[config.mk]
export PLATFORM = sky130hd
export DESIGN_NAME = midpoint_circle_rasterizer_top
export DESIGN_NICKNAME = d
export VERILOG_FILES = /design/src/mcr_pkg.sv /design/src/mcr_emit.sv /design/src/midpoint_circle_rasterizer_top.sv
export SDC_FILE = /design/constraint.sdc
export NUM_CORES = 1
export LEC_CHECK = 0
export BUFFER_PORTS_ARGS = -buffer_cell sky130_fd_sc_hd__buf_2
export CORE_MARGIN = 2
export CORE_UTILIZATION = 30
export CTS_CLUSTER_DIAMETER = 50
export DETAILED_ROUTE_END_ITERATION = 10
export PLACE_DENSITY_LB_ADDON = 0.3
export REMOVE_ABC_BUFFERS = 1
export SLEW_MARGIN = 25
export SYNTH_ARGS = -nofsm -noshare
export SYNTH_HDL_FRONTEND = slang
export SYNTH_SLANG_ARGS = --single-unit
[constraint.sdc]
create_clock -name i_clk -period 25 [get_ports i_clk]
set_input_delay 5 -clock i_clk [delete_from_list [all_inputs] [get_ports i_clk]]
set_output_delay 5 -clock i_clk [all_outputs]
set_load 0.05 [all_outputs]
[src/mcr_pkg.sv]
`timescale 1ns / 1ps

package mcr_pkg;

    localparam int SCREEN_WIDTH  = 320;
    localparam int SCREEN_HEIGHT = 200;

    localparam int NUM_POINTS = 8;
    localparam int ADDR_W     = 16;
    localparam int CRD_W      = 10;   // center and on-screen coordinate width
    localparam int RAD_W      = 10;
    localparam int COLOR_W    = 8;
    localparam int STEP_A_W   = 11;
    localparam int STEP_B_W   = 12;
    localparam int DEC_W      = 16;
    // Signed width of a mirrored coordinate, center plus or minus an offset.
    localparam int PT_W       = 13;
    // Width of the unreduced linear address for the largest screen.
    localparam int PROD_W     = 21;

    localparam logic CMD_START   = 1'b0;
    localparam logic CMD_ADVANCE = 1'b1;

    typedef logic [ADDR_W-1:0] t_addr;

    typedef struct packed {
        t_addr [NUM_POINTS-1:0] addr;
        logic  [NUM_POINTS-1:0] mask;
    } t_points;

    typedef struct packed {
        t_points            pts;
        logic [COLOR_W-1:0] color;
        logic               done;
    } t_result;

endpackage

[src/mcr_emit.sv]
`timescale 1ns / 1ps

module mcr_emit (
    input  logic [mcr_pkg::CRD_W-1:0]           i_cx,
    input  logic [mcr_pkg::CRD_W-1:0]           i_cy,
    input  logic [mcr_pkg::STEP_A_W-1:0]        i_a,
    input  logic signed [mcr_pkg::STEP_B_W-1:0] i_b,
    output mcr_pkg::t_points                    o_pts
);

    logic signed [mcr_pkg::PT_W-1:0] cx_s;
    logic signed [mcr_pkg::PT_W-1:0] cy_s;
    logic signed [mcr_pkg::PT_W-1:0] a_s;
    logic signed [mcr_pkg::PT_W-1:0] b_s;
    logic signed [mcr_pkg::PT_W-1:0] px [mcr_pkg::NUM_POINTS];
    logic signed [mcr_pkg::PT_W-1:0] py [mcr_pkg::NUM_POINTS];

    assign cx_s = $signed({{(mcr_pkg::PT_W-mcr_pkg::CRD_W){1'b0}}, i_cx});
    assign cy_s = $signed({{(mcr_pkg::PT_W-mcr_pkg::CRD_W){1'b0}}, i_cy});
    assign a_s  = $signed({{(mcr_pkg::PT_W-mcr_pkg::STEP_A_W){1'b0}}, i_a});
    assign b_s  = {{(mcr_pkg::PT_W-mcr_pkg::STEP_B_W){i_b[mcr_pkg::STEP_B_W-1]}}, i_b};

    // Eight-way symmetry: the first four swap sign of a and b, the last four swap roles.
    always_comb begin
        px[0] = cx_s + a_s;  py[0] = cy_s + b_s;
        px[1] = cx_s - a_s;  py[1] = cy_s + b_s;
        px[2] = cx_s + a_s;  py[2] = cy_s - b_s;
        px[3] = cx_s - a_s;  py[3] = cy_s - b_s;
        px[4] = cx_s + b_s;  py[4] = cy_s + a_s;
        px[5] = cx_s - b_s;  py[5] = cy_s + a_s;
        px[6] = cx_s + b_s;  py[6] = cy_s - a_s;
        px[7] = cx_s - b_s;  py[7] = cy_s - a_s;
    end

    always_comb begin
        logic                       on_x;
        logic                       on_y;
        logic [mcr_pkg::PROD_W-1:0] lin;
        o_pts = '0;
        for (int k = 0; k < mcr_pkg::NUM_POINTS; k++) begin
            on_x = !px[k][mcr_pkg::PT_W-1] &&
                   (px[k][mcr_pkg::PT_W-2:0] <
                    (mcr_pkg::PT_W-1)'(mcr_pkg::SCREEN_WIDTH));
            on_y = !py[k][mcr_pkg::PT_W-1] &&
                   (py[k][mcr_pkg::PT_W-2:0] <
                    (mcr_pkg::PT_W-1)'(mcr_pkg::SCREEN_HEIGHT));
            lin = mcr_pkg::PROD_W'(py[k][mcr_pkg::CRD_W-1:0]) *
                  mcr_pkg::PROD_W'(mcr_pkg::SCREEN_WIDTH) +
                  mcr_pkg::PROD_W'(px[k][mcr_pkg::CRD_W-1:0]);
            if (on_x && on_y) begin
                o_pts.addr[k] = lin[mcr_pkg::ADDR_W-1:0];
                o_pts.mask[k] = 1'b1;
            end
        end
    end

endmodule

[src/midpoint_circle_rasterizer_top.sv]
`timescale 1ns / 1ps
// A result is registered into the output buffer at its input transfer.
// Throughput: one item per cycle while o_in_stall is low; the decision update
// and the eight address sums sit between the circle state and a two-entry
// output buffer. Reset (i_rst_n low, synchronous) clears the circle state to
// zero, leaves the block idle and empties the output buffer.

module midpoint_circle_rasterizer_top (
    input  logic                         i_clk,
    input  logic                         i_rst_n,
    input  logic                         i_in_valid,
    output logic                         o_in_stall,
    input  logic                         i_command,
    input  logic [mcr_pkg::CRD_W-1:0]    i_center_x,
    input  logic [mcr_pkg::CRD_W-1:0]    i_center_y,
    input  logic [mcr_pkg::RAD_W-1:0]    i_radius,
    input  logic [mcr_pkg::COLOR_W-1:0]  i_color,
    output logic                         o_out_valid,
    input  logic                         i_out_stall,
    output logic [mcr_pkg::ADDR_W-1:0]   o_addr_0,
    output logic [mcr_pkg::ADDR_W-1:0]   o_addr_1,
    output logic [mcr_pkg::ADDR_W-1:0]   o_addr_2,
    output logic [mcr_pkg::ADDR_W-1:0]   o_addr_3,
    output logic [mcr_pkg::ADDR_W-1:0]   o_addr_4,
    output logic [mcr_pkg::ADDR_W-1:0]   o_addr_5,
    output logic [mcr_pkg::ADDR_W-1:0]   o_addr_6,
    output logic [mcr_pkg::ADDR_W-1:0]   o_addr_7,
    output logic [mcr_pkg::NUM_POINTS-1:0] o_point_valid,
    output logic [mcr_pkg::COLOR_W-1:0]  o_pixel_color,
    output logic                         o_circle_done
);

    logic [mcr_pkg::CRD_W-1:0]           r_ctr_x, n_ctr_x;
    logic [mcr_pkg::CRD_W-1:0]           r_ctr_y, n_ctr_y;
    logic [mcr_pkg::COLOR_W-1:0]         r_color, n_color;
    logic [mcr_pkg::STEP_A_W-1:0]        r_a, n_a;
    logic signed [mcr_pkg::STEP_B_W-1:0] r_b, n_b;
    logic signed [mcr_pkg::DEC_W-1:0]    r_dec, n_dec;
    logic                                r_busy, n_busy;

    mcr_pkg::t_result r_out;
    mcr_pkg::t_result r_skid;
    logic             r_out_valid;
    logic             r_skid_valid;

    mcr_pkg::t_points pts;
    mcr_pkg::t_result res;
    logic             in_xfer;
    logic             out_xfer;
    logic             idle_adv;
    logic             done;

    logic [mcr_pkg::STEP_A_W-1:0]        a_inc;
    logic signed [mcr_pkg::STEP_B_W-1:0] b_dec;
    logic signed [mcr_pkg::DEC_W-1:0]    a_inc_s;
    logic signed [mcr_pkg::DEC_W-1:0]    b_dec_s;

    assign in_xfer    = i_in_valid && !r_skid_valid;
    assign out_xfer   = r_out_valid && !i_out_stall;
    assign o_in_stall = r_skid_valid;

    assign idle_adv = (i_command == mcr_pkg::CMD_ADVANCE) && !r_busy;

    assign a_inc   = r_a + 1'b1;
    assign b_dec   = r_b - mcr_pkg::STEP_B_W'(1);
    assign a_inc_s = $signed({{(mcr_pkg::DEC_W-mcr_pkg::STEP_A_W){1'b0}}, a_inc});
    assign b_dec_s = {{(mcr_pkg::DEC_W-mcr_pkg::STEP_B_W){b_dec[mcr_pkg::STEP_B_W-1]}}, b_dec};

    // Next circle state for the item on the input port.
    always_comb begin
        n_ctr_x = r_ctr_x;
        n_ctr_y = r_ctr_y;
        n_color = r_color;
        n_a     = r_a;
        n_b     = r_b;
        n_dec   = r_dec;
        n_busy  = r_busy;
        done    = 1'b1;
        if (i_command == mcr_pkg::CMD_START) begin
            n_ctr_x = i_center_x;
            n_ctr_y = i_center_y;
            n_color = i_color;
            n_a     = '0;
            n_b     = $signed({{(mcr_pkg::STEP_B_W-mcr_pkg::RAD_W){1'b0}}, i_radius});
            n_dec   = mcr_pkg::DEC_W'(3) -
                      $signed({{(mcr_pkg::DEC_W-mcr_pkg::RAD_W-1){1'b0}}, i_radius, 1'b0});
            n_busy  = 1'b1;
            done    = 1'b0;
        end else if (r_busy) begin
            n_a = a_inc;
            if (r_dec > 0) begin
                n_b   = b_dec;
                n_dec = r_dec + ((a_inc_s - b_dec_s) <<< 2) + mcr_pkg::DEC_W'(10);
            end else begin
                n_dec = r_dec + (a_inc_s <<< 2) + mcr_pkg::DEC_W'(6);
            end
            // The circle ends once b has dropped below a.
            done   = $signed({n_b[mcr_pkg::STEP_B_W-1], n_b}) <
                     $signed({2'b00, n_a});
            n_busy = !done;
        end
    end

    mcr_emit u_emit (
        .i_cx  (n_ctr_x),
        .i_cy  (n_ctr_y),
        .i_a   (n_a),
        .i_b   (n_b),
        .o_pts (pts)
    );

    always_comb begin
        res.pts   = idle_adv ? '0 : pts;
        res.color = n_color;
        res.done  = done;
    end

    always_ff @(posedge i_clk) begin
        if (!i_rst_n) begin
            r_ctr_x <= '0;
            r_ctr_y <= '0;
            r_color <= '0;
            r_a     <= '0;
            r_b     <= '0;
            r_dec   <= '0;
            r_busy  <= 1'b0;
        end else if (in_xfer) begin
            r_ctr_x <= n_ctr_x;
            r_ctr_y <= n_ctr_y;
            r_color <= n_color;
            r_a     <= n_a;
            r_b     <= n_b;
            r_dec   <= n_dec;
            r_busy  <= n_busy;
        end
    end

    // Two-entry output buffer: the skid entry takes a new result while the
    // front entry is held by the downstream stall.
    always_ff @(posedge i_clk) begin
        if (!i_rst_n) begin
            r_out_valid  <= 1'b0;
            r_skid_valid <= 1'b0;
        end else if (out_xfer) begin
            if (r_skid_valid) begin
                r_out_valid  <= 1'b1;
                r_skid_valid <= 1'b0;
            end else begin
                r_out_valid <= in_xfer;
            end
        end else if (in_xfer) begin
            if (r_out_valid) begin
                r_skid_valid <= 1'b1;
            end else begin
                r_out_valid <= 1'b1;
            end
        end
    end

    always_ff @(posedge i_clk) begin
        if (out_xfer) begin
            r_out <= r_skid_valid ? r_skid : res;
        end else if (in_xfer && !r_out_valid) begin
            r_out <= res;
        end
        if (in_xfer && r_out_valid && !out_xfer) begin
            r_skid <= res;
        end
    end

    assign o_out_valid   = r_out_valid;
    assign o_addr_0      = r_out.pts.addr[0];
    assign o_addr_1      = r_out.pts.addr[1];
    assign o_addr_2      = r_out.pts.addr[2];
    assign o_addr_3      = r_out.pts.addr[3];
    assign o_addr_4      = r_out.pts.addr[4];
    assign o_addr_5      = r_out.pts.addr[5];
    assign o_addr_6      = r_out.pts.addr[6];
    assign o_addr_7      = r_out.pts.addr[7];
    assign o_point_valid = r_out.pts.mask;
    assign o_pixel_color = r_out.color;
    assign o_circle_done = r_out.done;

endmodule

==> impl_metrics.env <==
export IMPL_drc=0
export IMPL_cts_resized=0
export IMPL_core_area_sq_um=80680
export IMPL_fin_nets=2959
export IMPL_overflow=0
export IMPL_yosysMostFrequentCell="nand2_1"
export IMPL_synth_compound_area_share_pct=15.45
export IMPL_clockRootBuffer="clkbuf_16"
export IMPL_async_flop_share_pct=0
export IMPL_vias=18472
export IMPL_crit_fanout=58
export IMPL_synthesis_area_sq_um=24490
export IMPL_tightestPinTransition_ps=1167
export IMPL_firstDrtPassIters=7
export IMPL_powerDensity_nw_per_um2=90.59
export IMPL_setup_tns_ps=0
export IMPL_end_kind="flop"
export IMPL_insertion_delay_ps=610
export IMPL_grt_pass1_wl_um=104600
export IMPL_clock_skew_ps=22.50
export IMPL_path_common_cell="inv_1"
export IMPL_hp_class="flop to flop"
export IMPL_ir_drop_mv=0.05609
export IMPL_rsz0062_at_grt="false"
export IMPL_grt_max_degree=146
export IMPL_finalSetupViolations=0
export IMPL_drt_iter0_drc=1273
export IMPL_synth_cell_types=79
export IMPL_fin_crit_ps=11040
export IMPL_power_w=0.002556
export IMPL_startpoint_type="input port"
export IMPL_netlist_top_cell_by_area="edfxtp_1"
export IMPL_drv_slew=0
export IMPL_crit_start="i_command"
export IMPL_synthTopCellsByArea="edfxtp_1 36%, ha_1 12%, dfxtp_1 5.7%"
export IMPL_drive_above_1_share_pct=14.24
export IMPL_pin_count=190
export IMPL_wl_per_cell_um=18.15
export IMPL_synth_area_per_cell_sq_um=9.696
export IMPL_dieArea_sq_um=83940
export IMPL_cts_setup_buffers=0
export IMPL_synth_simple_area_share_pct=14.46
export IMPL_r2r_start="r_dec[11]"
export IMPL_die_w_um=289.7
export IMPL_cts_made_buffers=54
export IMPL_antenna_found_initial=3
export IMPL_period_share_pct=44.17
export IMPL_initial_core_util_pct=30.36
export IMPL_synth_top_area_share_pct=35.56
export IMPL_path_delay_family="buffers and inverters"
export IMPL_gp_congestion=0.9405
export IMPL_drv_cap=0
export IMPL_muxShareOfSynthArea_pct=1.952
export IMPL_grt_pass1_vias=17650
export IMPL_status="finished, final reports clean"
export IMPL_syn_to_final_growth_pct=15.20
export IMPL_final_hold_viol_count=0
export IMPL_cts_sinks=360
export IMPL_synth_xor_area_share_pct=8.644
export IMPL_ys_seq_area_share_pct=41.28
export IMPL_syn_inst=2526
export IMPL_crit_slowest_cell="a31oi_1"
export IMPL_synthAdderAreaFrac_pct=13.60
export IMPL_routed_wl_um=68350
export IMPL_fin_util_pct=34.97
export IMPL_crit_required_ps=25310
export IMPL_grt_util_all_layers_pct=16.05
export IMPL_port_buffer_count=189
export IMPL_ant_nets=0
export IMPL_yosysWarnings=0
export IMPL_p_leak_nw=11.71
export IMPL_synth_top_family_by_area="compound AO/OA/AOI/OAI gates"
export IMPL_cts_reportedPaths_clkPinSlew_ps=60
export IMPL_hold_buffers=0
export IMPL_vias_per_cell=4.906
export IMPL_synth_edf_count=290
export IMPL_clock_path_buffers=3
export IMPL_crit_arrival_ps=11350
export IMPL_ys_top_cells_by_count="322 x nand2_1, 290 x edfxtp_1, 284 x nor2_1"
export IMPL_min_from="r_color[0]"
export IMPL_holdWs_ps=462.6
export IMPL_cts_tree="done"
export IMPL_synth_main_ff_cell="edfxtp_1"
export IMPL_worst_path_buf_inv=6
export IMPL_cpPeakStageDelay_ps=530
export IMPL_die_y_um=289.7
export IMPL_htree_levels=2
export IMPL_hpwlAfterDp_um=50780
export IMPL_slew_headroom_pct=22.23
export IMPL_fmax_mhz=90.57
export IMPL_critical_path_class="input port to flop"
export IMPL_yosys_register_bits=360
export IMPL_fillers=8255
export IMPL_placementRows=104
## registers in the layout, indices dropped and copies added (netlist names), 10 cells and up
signal / flops
o_addr_4: 16
r_ctr_x: 10
o_addr_5: 16
o_addr_1: 16
o_addr_0: 16
o_addr_2: 16
r_skid: 145
o_addr_6: 16
o_addr_3: 16
r_b: 12
o_addr_7: 16
r_ctr_y: 10
r_dec: 16
r_a: 11
## per-stage QoR
step,area (sq um),cells,setup slack (ps)
floorplan,23900,2391,8534
finish,28210,3765,13960
CTS,28210,3764,13980
global route,28210,3764,13420
detailed placement,26430,3667,13390
global placement,26430,3667,13520
## worst min-delay path, cell delays in order (launching register included)
cell and delay (ps):
dfxtp_1 300, nand2_1 40, a21boi_0 60
## layout by cell type (no fill, tap or decap), types with 6 or more instances in the layout
cell and instances:
nand2_1 322, edfxtp_1 290, nor2_1 282, ha_1 231
buf_2 188, xnor2_1 154, inv_1 142, a21oi_1 125
o31ai_1 103, xor2_1 80, o21ai_0 76, dfxtp_1 70
clkbuf_16 54, a21boi_0 49, a21o_1 42, nor3_1 36
mux2_2 30, nor2b_1 29, nand2b_1 28, buf_4 27
nand3_1 23, o31ai_2 22, fa_1 22, o21bai_1 17
o211ai_1 15, o21a_1 15, mux2i_1 14, or3_1 14
a211oi_1 12, nor4_1 11, a31oi_1 11, inv_6 11
and3_1 9, or2_2 8, and2_1 8, nand4_1 6
a31o_2 6, or4_1 6, clkinvlp_4 6, clkbuf_1 6
## cell type report
type | instances | area [sq um] | share of cell area (%)
Clock buffer | 60 | 1374 | 4.869
Sequential cell | 360 | 10110 | 35.83
Multi-Input combinational cell | 1889 | 13290 | 47.12
Timing Repair Buffer | 216 | 1164 | 4.124
Inverter | 142 | 533.0 | 1.889
Clock inverter | 37 | 411.6 | 1.459
Antenna cell | 1 | 2.502 | 0.008869
Tap cell | 1060 | 1326 | 4.701
## path summary, 6_finish.rpt
| kind | end | slack, ps | depth (start not counted) |
|---|---|---|---|
| min | r_color[0] | 460 | 2 |
| max reg2reg | o_addr_3[15] | 17990 | 24 |
| min reg2reg | r_color[0] | 460 | 2 |
| max | o_addr_3[15] | 13960 | 25 |
## metal layers
| layer | track usage [%] | wire length, um |
|---|---|---|
| met1 | 21.59 | 31450 |
| met2 | 27.01 | 32500 |
| met3 | 2.064 | 2620 |
| met4 | 4.474 | 1764 |
| met5 | 0 | 12 |
## power by group
group	internal, W	switching (W)
sequential	0.000688	0.0000189
clock	0.000455	0.000297
combinational	0.000399	0.000699
total	0.00154	0.00101
## cells by family (layout without fill, tap and decap cells)
logic type | count (synthesis) | after routing
AO/OA/AOI/OAI | 545 | 545
XOR/XNOR | 237 | 237
adder cells (fa/ha/maj) | 253 | 253
buffers and inverters | 277 | 455
flip-flops | 360 | 360
multiplexers | 44 | 44
other | 0 | 1
AND/OR/NAND/NOR | 810 | 810
No activity file was read; power rests on OpenSTA's default activity.
